===== config.mk =====
export PLATFORM = sky130hd
export DESIGN_NAME = register_machine_execute_core
export DESIGN_NICKNAME = d
export VERILOG_FILES = /design/src/hw/rtl/rme_pkg.sv /design/src/hw/rtl/register_machine_execute_core.sv /design/src/hw/rtl/rme_regfile.sv /design/src/hw/rtl/rme_muldiv.sv
export SDC_FILE = /design/constraint.sdc
export NUM_CORES = 2
export LEC_CHECK = 0
export BUFFER_PORTS_ARGS = -buffer_cell sky130_fd_sc_hd__buf_2
export CORE_ASPECT_RATIO = 0.7
export CORE_UTILIZATION = 40
export CTS_CLUSTER_SIZE = 16
export DETAILED_ROUTE_END_ITERATION = 8
export GPL_ROUTABILITY_DRIVEN = 0
export SYNTH_ARGS = -nofsm -noshare
export SYNTH_HDL_FRONTEND = slang
export SYNTH_SLANG_ARGS = --single-unit

===== constraint.sdc =====
create_clock -name aclk -period 14.9 [get_ports aclk]
set_input_delay 2.98 -clock aclk [delete_from_list [all_inputs] [get_ports aclk]]
set_output_delay 2.98 -clock aclk [all_outputs]
set_load 0.03 [all_outputs]

===== src/hw/rtl/rme_pkg.sv =====
// Shared types and constants for the register machine execute core.
// Holds the opcode and status codes, instruction field positions and the
// request struct passed from the sequencer to the multiply/divide unit.
package rme_pkg;

    // Instruction field positions: op[15:12], ra[11:8], rb[7:4], rd[3:0], imm[7:0]
    localparam int INSTR_W  = 16;
    localparam int FIELD_W  = 4;
    localparam int IMM_W    = 8;
    localparam int OP_LSB   = 12;
    localparam int RA_LSB   = 8;
    localparam int RB_LSB   = 4;
    localparam int RD_LSB   = 0;
    localparam int STATUS_W = 3;
    localparam int RESULT_W = 64;

    typedef enum logic [FIELD_W-1:0] {
        OP_LDIMM  = 4'd0,
        OP_ADD    = 4'd1,
        OP_SUB    = 4'd2,
        OP_DIV    = 4'd3,
        OP_MUL    = 4'd4,
        OP_MOVRES = 4'd5,
        OP_DONE   = 4'd6
    } op_t;

    typedef enum logic [STATUS_W-1:0] {
        ST_EXEC    = 3'd0,
        ST_DONE    = 3'd1,
        ST_DIVZ    = 3'd2,
        ST_UNKNOWN = 3'd3,
        ST_IGNORED = 3'd4
    } status_t;

    // Command bit values
    localparam logic CMD_EXECUTE = 1'b0;
    localparam logic CMD_RESET   = 1'b1;

    typedef struct packed {
        logic start;
        logic is_div;
    } md_req_t;

endpackage


===== src/hw/rtl/register_machine_execute_core.sv =====
// Top level of the register machine execute core: sequencer, result
// register, halt flag and output register around rme_regfile and rme_muldiv.
// Depends on rme_pkg, rme_regfile and rme_muldiv.
//
//  Channel | Ports                              | Direction | Moves
//  --------+------------------------------------+-----------+-----------------------------
//  input   | s_valid s_ready s_command          | in        | one command or instruction
//          | s_instruction                      |           | item
//  result  | m_valid m_ready m_status           | out       | one status / result item
//          | m_result_value                     |           | per input item
//
// Sequence: a reset command or an instruction while halted is accepted, then
// answered. Other instructions are accepted with the register file read,
// executed with write-back, then answered. MUL and a DIV by a nonzero divisor
// hold the sequencer while the bit-serial unit iterates one bit per cycle.
// Reset: aresetn (synchronous, active low) clears the sequencer, halt flag,
// result register, output valid and the register file valid bits.
// Stalls: the result waits in its own output register; the sequencer holds
// in its respond state only while that register is still full and unread.
module register_machine_execute_core #(
    parameter int DATA_WIDTH = 64,
    parameter int REG_COUNT  = 16
) (
    input  logic                             aclk,
    input  logic                             aresetn,
    input  logic                             s_valid,
    output logic                             s_ready,
    input  logic                             s_command,
    input  logic [rme_pkg::INSTR_W-1:0]      s_instruction,
    output logic                             m_valid,
    input  logic                             m_ready,
    output logic [rme_pkg::STATUS_W-1:0]     m_status,
    output logic [rme_pkg::RESULT_W-1:0]     m_result_value
);
    import rme_pkg::*;

    typedef enum logic [1:0] {
        S_IDLE,
        S_EXEC,
        S_WAIT,
        S_RESP
    } state_t;

    state_t                state_reg;
    status_t               status_reg;
    op_t                   op_reg;
    logic [FIELD_W-1:0]    ra_reg;
    logic [FIELD_W-1:0]    rd_reg;
    logic [IMM_W-1:0]      imm_reg;
    logic                  halted_reg;
    logic [DATA_WIDTH-1:0] result_reg;
    logic                  m_valid_reg;
    status_t               m_status_reg;
    logic [RESULT_W-1:0]   m_result_reg;

    logic                  accept;
    logic                  rf_clear;
    logic                  rf_rd_en;
    logic [DATA_WIDTH-1:0] rf_a;
    logic [DATA_WIDTH-1:0] rf_b;
    logic                  rf_wr_en;
    logic [FIELD_W-1:0]    rf_wr_idx;
    logic [DATA_WIDTH-1:0] rf_wr_data;
    md_req_t               md_req;
    logic                  md_done;
    logic [DATA_WIDTH-1:0] md_result;
    logic                  out_free;

    assign s_ready  = (state_reg == S_IDLE);
    assign accept   = s_valid && s_ready;
    assign out_free = !m_valid_reg || m_ready;

    // Clear the register file valid bits on a reset command
    assign rf_clear = accept && (s_command == CMD_RESET);
    // Read both source registers as an instruction is accepted while not halted
    assign rf_rd_en = accept && (s_command == CMD_EXECUTE) && !halted_reg;

    // Write-back: immediate and ALU ops in execute, MUL/DIV when the unit ends
    always_comb begin
        rf_wr_en   = 1'b0;
        rf_wr_idx  = rd_reg;
        rf_wr_data = rf_a + rf_b;
        md_req     = '0;
        if (state_reg == S_EXEC) begin
            case (op_reg)
                OP_LDIMM: begin
                    rf_wr_en   = 1'b1;
                    rf_wr_idx  = ra_reg;
                    rf_wr_data = DATA_WIDTH'(imm_reg);
                end
                OP_ADD: begin
                    rf_wr_en   = 1'b1;
                    rf_wr_data = rf_a + rf_b;
                end
                OP_SUB: begin
                    rf_wr_en   = 1'b1;
                    rf_wr_data = rf_a - rf_b;
                end
                OP_DIV: begin
                    md_req.start  = (rf_b != '0);
                    md_req.is_div = 1'b1;
                end
                OP_MUL: begin
                    md_req.start  = 1'b1;
                    md_req.is_div = 1'b0;
                end
                default: begin
                    rf_wr_en = 1'b0;
                end
            endcase
        end else if (state_reg == S_WAIT && md_done) begin
            rf_wr_en   = 1'b1;
            rf_wr_data = md_result;
        end
    end

    rme_regfile #(
        .DATA_WIDTH (DATA_WIDTH),
        .REG_COUNT  (REG_COUNT)
    ) u_regfile (
        .aclk      (aclk),
        .aresetn   (aresetn),
        .clear     (rf_clear),
        .rd_en     (rf_rd_en),
        .rd_idx_a  (s_instruction[RA_LSB +: FIELD_W]),
        .rd_idx_b  (s_instruction[RB_LSB +: FIELD_W]),
        .rd_data_a (rf_a),
        .rd_data_b (rf_b),
        .wr_en     (rf_wr_en),
        .wr_idx    (rf_wr_idx),
        .wr_data   (rf_wr_data)
    );

    rme_muldiv #(
        .DATA_WIDTH (DATA_WIDTH)
    ) u_muldiv (
        .aclk    (aclk),
        .aresetn (aresetn),
        .req     (md_req),
        .opa     (rf_a),
        .opb     (rf_b),
        .done    (md_done),
        .result  (md_result)
    );

    always_ff @(posedge aclk) begin
        if (!aresetn) begin
            state_reg    <= S_IDLE;
            halted_reg   <= 1'b0;
            result_reg   <= '0;
            m_valid_reg  <= 1'b0;
            status_reg   <= ST_EXEC;
            m_status_reg <= ST_EXEC;
        end else begin
            // Drop the output item once taken; the respond state reloads it itself
            if (m_valid_reg && m_ready && state_reg != S_RESP) begin
                m_valid_reg <= 1'b0;
            end
            case (state_reg)
                S_IDLE: begin
                    if (accept) begin
                        op_reg  <= op_t'(s_instruction[OP_LSB +: FIELD_W]);
                        ra_reg  <= s_instruction[RA_LSB +: FIELD_W];
                        rd_reg  <= s_instruction[RD_LSB +: FIELD_W];
                        imm_reg <= s_instruction[IMM_W-1:0];
                        if (s_command == CMD_RESET) begin
                            halted_reg <= 1'b0;
                            result_reg <= '0;
                            status_reg <= ST_EXEC;
                            state_reg  <= S_RESP;
                        end else if (halted_reg) begin
                            status_reg <= ST_IGNORED;
                            state_reg  <= S_RESP;
                        end else begin
                            status_reg <= ST_EXEC;
                            state_reg  <= S_EXEC;
                        end
                    end
                end
                S_EXEC: begin
                    state_reg <= S_RESP;
                    case (op_reg)
                        OP_LDIMM, OP_ADD, OP_SUB: begin
                            status_reg <= ST_EXEC;
                        end
                        OP_DIV: begin
                            if (rf_b == '0) begin
                                halted_reg <= 1'b1;
                                status_reg <= ST_DIVZ;
                            end else begin
                                state_reg <= S_WAIT;
                            end
                        end
                        OP_MUL: begin
                            state_reg <= S_WAIT;
                        end
                        OP_MOVRES: begin
                            result_reg <= rf_a;
                        end
                        OP_DONE: begin
                            halted_reg <= 1'b1;
                            status_reg <= ST_DONE;
                        end
                        default: begin
                            halted_reg <= 1'b1;
                            status_reg <= ST_UNKNOWN;
                        end
                    endcase
                end
                S_WAIT: begin
                    // Hold until the bit-serial unit has written back
                    if (md_done) begin
                        state_reg <= S_RESP;
                    end
                end
                S_RESP: begin
                    // Load the output register when it is empty or being taken
                    if (out_free) begin
                        m_valid_reg  <= 1'b1;
                        m_status_reg <= status_reg;
                        m_result_reg <= RESULT_W'(result_reg);
                        state_reg    <= S_IDLE;
                    end
                end
                default: begin
                    state_reg <= S_IDLE;
                end
            endcase
        end
    end

    assign m_valid        = m_valid_reg;
    assign m_status       = m_status_reg;
    assign m_result_value = m_result_reg;

endmodule


===== src/hw/rtl/rme_regfile.sv =====
// Register file of the register machine: one synchronous memory, two read
// ports with registered outputs, one write port, and per-entry valid bits.
// Depends on rme_pkg for the index width.
module rme_regfile #(
    parameter int DATA_WIDTH = 64,
    parameter int REG_COUNT  = 16
) (
    input  logic                           aclk,
    input  logic                           aresetn,
    input  logic                           clear,
    input  logic                           rd_en,
    input  logic [rme_pkg::FIELD_W-1:0]    rd_idx_a,
    input  logic [rme_pkg::FIELD_W-1:0]    rd_idx_b,
    output logic [DATA_WIDTH-1:0]          rd_data_a,
    output logic [DATA_WIDTH-1:0]          rd_data_b,
    input  logic                           wr_en,
    input  logic [rme_pkg::FIELD_W-1:0]    wr_idx,
    input  logic [DATA_WIDTH-1:0]          wr_data
);
    import rme_pkg::*;

    localparam int IDX_W = (REG_COUNT > 1) ? $clog2(REG_COUNT) : 1;

    logic [DATA_WIDTH-1:0] mem [REG_COUNT];
    logic [REG_COUNT-1:0]  vld_reg;
    logic [DATA_WIDTH-1:0] data_a_reg;
    logic [DATA_WIDTH-1:0] data_b_reg;
    logic                  hit_a_reg;
    logic                  hit_b_reg;
    logic                  in_a;
    logic                  in_b;
    logic                  in_w;

    // Indexes at or above REG_COUNT read as zero and drop writes
    assign in_a = {1'b0, rd_idx_a} < (FIELD_W + 1)'(REG_COUNT);
    assign in_b = {1'b0, rd_idx_b} < (FIELD_W + 1)'(REG_COUNT);
    assign in_w = {1'b0, wr_idx}   < (FIELD_W + 1)'(REG_COUNT);

    always_ff @(posedge aclk) begin
        if (wr_en && in_w) begin
            mem[wr_idx[IDX_W-1:0]] <= wr_data;
        end
        if (rd_en) begin
            data_a_reg <= mem[rd_idx_a[IDX_W-1:0]];
            data_b_reg <= mem[rd_idx_b[IDX_W-1:0]];
        end
    end

    always_ff @(posedge aclk) begin
        if (!aresetn || clear) begin
            vld_reg   <= '0;
            hit_a_reg <= 1'b0;
            hit_b_reg <= 1'b0;
        end else begin
            if (wr_en && in_w) begin
                vld_reg[wr_idx[IDX_W-1:0]] <= 1'b1;
            end
            if (rd_en) begin
                hit_a_reg <= in_a && vld_reg[rd_idx_a[IDX_W-1:0]];
                hit_b_reg <= in_b && vld_reg[rd_idx_b[IDX_W-1:0]];
            end
        end
    end

    // Entries never written since the last clear read as zero
    assign rd_data_a = hit_a_reg ? data_a_reg : '0;
    assign rd_data_b = hit_b_reg ? data_b_reg : '0;

endmodule


===== src/hw/rtl/rme_muldiv.sv =====
// Iterative multiply / unsigned divide unit, one bit per cycle.
// Shift-add multiply (modulo 2^DATA_WIDTH) and restoring division.
// Depends on rme_pkg for the request struct.
module rme_muldiv #(
    parameter int DATA_WIDTH = 64
) (
    input  logic                   aclk,
    input  logic                   aresetn,
    input  rme_pkg::md_req_t       req,
    input  logic [DATA_WIDTH-1:0]  opa,
    input  logic [DATA_WIDTH-1:0]  opb,
    output logic                   done,
    output logic [DATA_WIDTH-1:0]  result
);
    import rme_pkg::*;

    localparam int CNT_W = $clog2(DATA_WIDTH + 1);

    logic                  busy_reg;
    logic                  done_reg;
    logic                  div_reg;
    logic [CNT_W-1:0]      cnt_reg;
    logic [DATA_WIDTH-1:0] acc_reg;   // product or remainder
    logic [DATA_WIDTH-1:0] a_reg;     // multiplicand or dividend/quotient
    logic [DATA_WIDTH-1:0] b_reg;     // multiplier or divisor

    logic [DATA_WIDTH:0]   rem_shift;
    logic [DATA_WIDTH:0]   diff;

    assign rem_shift = {acc_reg, a_reg[DATA_WIDTH-1]};
    assign diff      = rem_shift - {1'b0, b_reg};

    always_ff @(posedge aclk) begin
        if (!aresetn) begin
            busy_reg <= 1'b0;
            done_reg <= 1'b0;
            cnt_reg  <= '0;
        end else begin
            done_reg <= 1'b0;
            if (req.start) begin
                busy_reg <= 1'b1;
                cnt_reg  <= CNT_W'(DATA_WIDTH - 1);
            end else if (busy_reg) begin
                if (cnt_reg == '0) begin
                    busy_reg <= 1'b0;
                    done_reg <= 1'b1;
                end else begin
                    cnt_reg <= cnt_reg - CNT_W'(1);
                end
            end
        end
    end

    always_ff @(posedge aclk) begin
        if (req.start) begin
            div_reg <= req.is_div;
            acc_reg <= '0;
            a_reg   <= opa;
            b_reg   <= opb;
        end else if (busy_reg) begin
            if (div_reg) begin
                // Keep the trial difference when it does not borrow
                if (!diff[DATA_WIDTH]) begin
                    acc_reg <= diff[DATA_WIDTH-1:0];
                end else begin
                    acc_reg <= rem_shift[DATA_WIDTH-1:0];
                end
                a_reg <= {a_reg[DATA_WIDTH-2:0], ~diff[DATA_WIDTH]};
            end else begin
                if (b_reg[0]) begin
                    acc_reg <= acc_reg + a_reg;
                end
                a_reg <= {a_reg[DATA_WIDTH-2:0], 1'b0};
                b_reg <= {1'b0, b_reg[DATA_WIDTH-1:1]};
            end
        end
    end

    assign done   = done_reg;
    assign result = div_reg ? a_reg : acc_reg;

endmodule


After elaboration in Yosys (flattened, before gate mapping):

Memory sizes are Yosys's and may differ from the RTL's. A register that Yosys moved wholly into a read port is not among the register bits.
Cells that the tools add are included.

* $add $sub $neg: 5
* multiply operators: 0
* divide/modulo/power cells: 0
* order comparisons: 4
* equality and inequality tests: 20
* shift-type cells: 0
* muxes and demuxes: 63
* bitwise logic cells: 6
* reduce and logical (&&, ||, !) cells: 37

Operator list (number)
* 64-bit two-way mux: 16
* 64-bit case mux with 2 select lines: 2
* 64-bit adder: 2
* 65-bit by 64-bit subtractor with 65-bit output: 1
* 64-bit logical NOT: 1
* 64-bit nonzero test: 1
* 64-bit subtractor: 1
* 1-bit two-way mux: 20
* 6-bit two-way mux: 3
* 16-bit OR: 1
* 4-bit by 5-bit less-than comparator with 1-bit output (second input constant): 3
* 4-bit by 3-bit equality test with 1-bit output (second input constant): 3
* 2-bit two-way mux: 6
* 3-bit two-way mux: 4
* 2-bit != test (second input constant): 6
* 3-bit case mux with 4 select lines: 1
* 2-bit AND reduction: 5
* 3-bit AND reduction: 3
* 1-bit binary-select mux with 4-bit select: 2
* 4-bit by 2-bit equality test with 1-bit output (second input constant): 2
* 1-bit logical AND: 8
* 4-bit two-way mux: 2
* 2-bit by 1-bit != test with 1-bit output (second input constant): 4
* 2-bit case mux with 4 select lines: 1
* 22 further kinds: 37

* register bits after elaboration: 378
* bits in latches: 0
* bits in writable memories: 1024
* bits in read-only memories: 0
* input bits: 21
* output and inout port bits: 69
* word-level logic and storage cells: 158
* memories: 1

Memory list
* u_regfile.mem: depth 16, width 64, read ports 2, clocked after Yosys merged registers in 2, wr ports 1, RTL line rme_regfile.sv:24 `logic [DATA_WIDTH-1:0] mem [REG_COUNT];`

Logic depth before layout (Yosys ltp):

* word-level depth: 8
* gate-level depth with buffers: 25
* depth with buffers taken out: 16

Modules after synthesis:

From an unflattened synthesis, not the netlist that was laid out.

* cell total of the unflattened synthesis: 6155
* area, all modules: 84088.1 um^2

By module, submodules not included
* rme_regfile: times used 1, cells each 2170, area each 51570.7 um^2, seq. area each 34953.5 um^2
* rme_muldiv: times used 1, cells each 2098, area each 17654.4 um^2, seq. area each 5335.1 um^2
* register_machine_execute_core: times used 1, cells each 1887, area each 14863.0 um^2, seq. area each 3883.7 um^2

Worst setup path before layout:

Ideal clock, no wire load.

* kind: in2reg
* start point: input s_valid
* end point: register u_regfile.hit_a_reg
* setup time: 0.126 ns
* data arrival time: 12.666 ns
* data required time: 14.774 ns
* path slack: 2.107 ns
* cell stages on the path: 4
* path buffers: 0
* path through: nand2_1 nor3_1 mux2i_1 nor2_1

* cells in the longest elaborated chain, start to end: 3
* elaborated cells on any way between the ends: 5
* those cells by class: reduce/logical: 5

RTL lines
* start, declared: RTL line register_machine_execute_core.sv:26 `input logic s_valid,`
* 1-bit logical AND: RTL line register_machine_execute_core.sv:70 `assign accept = s_valid && s_ready;`
* 1-bit logical AND (2 in series): RTL line register_machine_execute_core.sv:76 `assign rf_rd_en = accept && (s_command == CMD_EXECUTE) && !halted_reg;`
* via rf_rd_en: RTL line register_machine_execute_core.sv:58 `logic rf_rd_en;`
* end signal, assigned: RTL line rme_regfile.sv:59 `hit_a_reg <= in_a && vld_reg[rd_idx_a[IDX_W-1:0]];`
* end, declared: RTL line rme_regfile.sv:28 `logic hit_a_reg;`

The timed path passes the listed nets, and every way through them passes these cells.
A chain may end at the register's enable or synchronous reset.

Worst setup path after layout:

* start point: register u_regfile.hit_b_reg
* end point: memory u_regfile.mem[13][57] (data pin)

* cells in the longest elaborated chain, start to end: 4
* elaborated cells on any way between the ends: 6
* those cells by class: add/sub: 2; mux: 4

RTL lines
* start, declared: RTL line rme_regfile.sv:29 `logic hit_b_reg;`
* start signal, assigned: RTL line rme_regfile.sv:60 `hit_b_reg <= in_b && vld_reg[rd_idx_b[IDX_W-1:0]];`
* 64-bit two-way mux (*): RTL line rme_regfile.sv:67 `assign rd_data_b = hit_b_reg ? data_b_reg : '0;`
* 64-bit adder or 64-bit subtractor (tied branches): RTL line register_machine_execute_core.sv:82, register_machine_execute_core.sv:93, register_machine_execute_core.sv:97
* 64-bit case mux with 2 select lines or 64-bit two-way mux (tied branches): RTL line register_machine_execute_core.sv:85, register_machine_execute_core.sv:111
* 64-bit two-way mux (*): RTL line register_machine_execute_core.sv:84 `if (state_reg == S_EXEC) begin`
* via rf_wr_data[57]: RTL line register_machine_execute_core.sv:63 `logic [DATA_WIDTH-1:0] rf_wr_data;`
* end, declared: RTL line rme_regfile.sv:24

The timed path passes the listed nets; every way through them passes the cells marked *.

==> results by group <==
Detailed routing
  • DR DRC count: 0
  • WL final: between 200,000 and 300,000 µm
  • First DRT Iteration DRCs: between 9k and 10k
  • Pre-antenna DRT Iters: 8
  • Routed vias/inst: 6.547
  • Post-route ant nets: 0
  • Via count: slightly above 60k
  • Wire per inst: 29.77 µm

CTS
  • Clk buf depth: 4
  • Clk slew on worst S/H paths: 0.06 ns
  • Root Driver: clkbuf_16
  • Post-CTS sizing: 0
  • Num CTS Buffers: 157
  • CTS tree: yes
  • Postcts setup bufs: 0
  • Clk_lat worst skew: 0.84 ns
  • Hold Buf Count CTS: 0
  • Clk sinks: 1,526
  • Number of H-tree levels: 4

Setup path
  • Buf/Inv on CP: 2
  • CP max stage cell: a31oi_1
  • Kind of critical path: flop to flop
  • Critical Path Source: u_regfile.hit_b_reg$_SDFFE_PP0P_
  • Critical Path Most Common Cell: buf_4
  • WP depth: 14
  • Launch point of the worst reg-to-reg path: u_regfile.hit_b_reg$_SDFFE_PP0P_
  • Crit path capture type: flop
  • Critical Path AT: 7.41 ns
  • RR Endpoint: u_regfile.mem[13][57]$_DFFE_PP_
  • CP peak stage delay: ~0.97 ns
  • CP max FO: approximately 50
  • Cells along the critical path: buf_4 -> nand2_2 -> buf_4 -> or4_1 -> a32oi_2 -> nor3b_1 -> o2111ai_1 -> nand3_2 -> a221oi_4 -> o31ai_2 -> a311oi_4 -> o21ai_0 -> a221oi_1 -> a31oi_1
  • Worst setup SP type: flop
  • Cell depth of the worst flop-to-flop path: 14
  • Critical Path End: u_regfile.mem[13][57]$_DFFE_PP_
  • Cell family with most CP delay: compound AO/OA/AOI/OAI gates
  • Internal reg-to-reg setup slack: 7.89 ns
  • Critical Path RT: 15.30 ns

Timing
  • Clock skew: 0.09081 ns
  • Slew headroom: 0.07645
  • Achievable Freq: approximately 140 MHz
  • RSZ-0062 raised after global routing: false
  • Tmin final: 7.011 ns
  • Final setup violation count: 0
  • Fin. Hold Viols: 0
  • Slew @ Worst Pin: 1.373 ns
  • Period utilisation layout: 0.4706
  • Setup TNS: 0 ns
  • Slew Viols, Final: 0

Placement
  • DP Wirelength: 181,700 µm
  • Port bufs: 89

Finish
  • Layout area overhead: 9.809%
  • Fillcell total: 18.90k
  • Largest register FFs: 1,024
  • Share of layout cells above drive strength 1: 0.1908
  • Fin nets: 6,645

Floorplan
  • Die area: 215,400 µm²
  • CORE AREA: between 200,000 and 250,000 µm²
  • FP Rows: 141
  • Die width: roughly 550 µm
  • Die height: around 390 µm
  • IO Pins: 90
  • Initial Util: 0.4038

Synth
  • Number of warnings issued by yosys: 0
  • Synth Instances: 6,518
  • Leading area contributor after synthesis: edfxtp_1
  • Yosys reg bits: 1,526
  • Synth Area per Inst: 13.11 µm²
  • Post-synth EDFFs: roughly 1.4k
  • Ys async rst share: 0
  • Syn Nets: 6,720
  • Netlist cell types: 111
  • Top FF cell, synth: edfxtp_1
  • Seq/Total Area, Yosys: 0.5171
  • Post-synth top area share: 0.4784
  • Top post-synthesis cells by area: edfxtp_1 48%, mux4_2 17%, dfxtp_1 3.9%
  • Syn Std Cell Area: 85,420 µm²

Run
  • Max-Cap Viols: 0

Worst hold path
  • Hold-critical path depth: 0
  • Min-delay worst type: flop to flop

GRT
  • First-pass GRT wire length: 403,200 µm
  • Vias in the first global route: 57.65k
  • Pin count of the biggest net entering global routing: 156
  • Initial antenna violation count: 9
  • Grt ovf: 0
  • Total track usage: 0.2539

Power
  • Max rail drop VDD: 0.1121 mV
  • Static Leakage: slightly below 30 nW
  • PwrDens: roughly 130 nW/µm²
  • Power, Total: 0.01196 W

Status
  • Status: complete, no violations
## synth_stat cells (73+ instances only)
library cell,number
o21ai_0,431
a22oi_1,73
mux4_2,650
nor2b_1,140
clkbuf_1,323
ha_1,179
and2_1,76
a21oi_1,367
dfxtp_1,165
xnor2_1,153
edfxtp_1,1361
nand3_1,83
nor2_1,273
nand2_1,536
a21o_1,89
mux2i_1,88
inv_1,185
xor2_1,109
## layout make-up
type / instances / area [µm²] / area share
diodes: 6 / 15.01 / 0.0001601
clock buffers: 200 / 4259 / 0.04541
clock inverters: 71 / 711.9 / 0.007590
inverters: 188 / 705.7 / 0.007523
multi-input cells: 4338 / 38800 / 0.4136
flip-flops and latches: 1526 / 44180 / 0.4710
well taps: 2788 / 3488 / 0.03719
repair buffers: 232 / 1642 / 0.01750
## through the flow
stage	utilization	std cells	hold slack, ns	setup slack (ns)	area, µm²
2_1_floorplan	-	6518	0.4090	2.107	85420
3_3_place_gp	0.4198	9072	0.4170	7.990	88810
3_5_place_dp	0.4198	9072	0.4187	7.911	88810
4_1_cts	0.4433	9343	0.4112	8.311	93780
5_1_grt	0.4434	9343	0.4338	7.686	93780
6_report	0.4434	9349	0.3971	7.889	93800
## where the power goes
part / internal [W] / switching, W
clock network: 0.00225 / 0.00170
registers: 0.00482 / 0.000315
logic: 0.00108 / 0.00180
total: 0.00815 / 0.00382
## worst min-delay path by stage
| stage | startpoint | end | slack, ns |
|---|---|---|---|
| 3_3_place_gp | result_reg[49]$_SDFFE_PN0P_ | m_result_value[49]$_DFFE_PP_ | 0.42 |
| 5_1_grt | result_reg[41]$_SDFFE_PN0P_ | m_result_value[41]$_DFFE_PP_ | 0.43 |
| 2_1_floorplan | result_reg[10]$_SDFFE_PN0P_ | m_result_value[10]$_DFFE_PP_ | 0.41 |
| 3_5_place_dp | result_reg[41]$_SDFFE_PN0P_ | m_result_value[41]$_DFFE_PP_ | 0.42 |
| 4_1_cts | result_reg[40]$_SDFFE_PN0P_ | m_result_value[40]$_DFFE_PP_ | 0.41 |
| 6_report | result_reg[40]$_SDFFE_PN0P_ | m_result_value[40]$_DFFE_PP_ | 0.40 |
## cell usage in the layout, fill, tap and decap left out, drive strengths merged, types with 32 or more instances in the layout
cell type	count
mux4	650
dfxtp	165
inv	191
and2	78
nand2b	52
and3	42
nor3	64
nand3	85
o21ai	451
mux2	34
buf	232
nor2b	140
o21bai	48
ha	179
nor2	273
nand4	71
clkbuf	200
edfxtp	1361
a31oi	54
clkinv	50
a211oi	32
xnor2	156
a21o	89
nor4	43
xor2	109
o221ai	55
nand2	538
a32oi	47
a21oi	371
o22ai	43
mux2i	88
a22oi	73
o211ai	69
## layer usage
metal / routed length (µm) / GRT usage
met1: 117400 / 0.3787
met2: 119500 / 0.3682
met3: 33450 / 0.05917
met4: 7903 / 0.07014
met5: 32 / 0
## logic make-up after synthesis
group           count (synthesis)  synth area share
compound gates               1594            0.1214
flops                        1526            0.5171
simple gates                 1504           0.08706
mux                           772            0.1862
buf+inv                       654           0.03157
xor+xnor                      265           0.02743
fa+ha+maj                     203           0.02928
No activity file was read; power rests on OpenSTA's default activity.
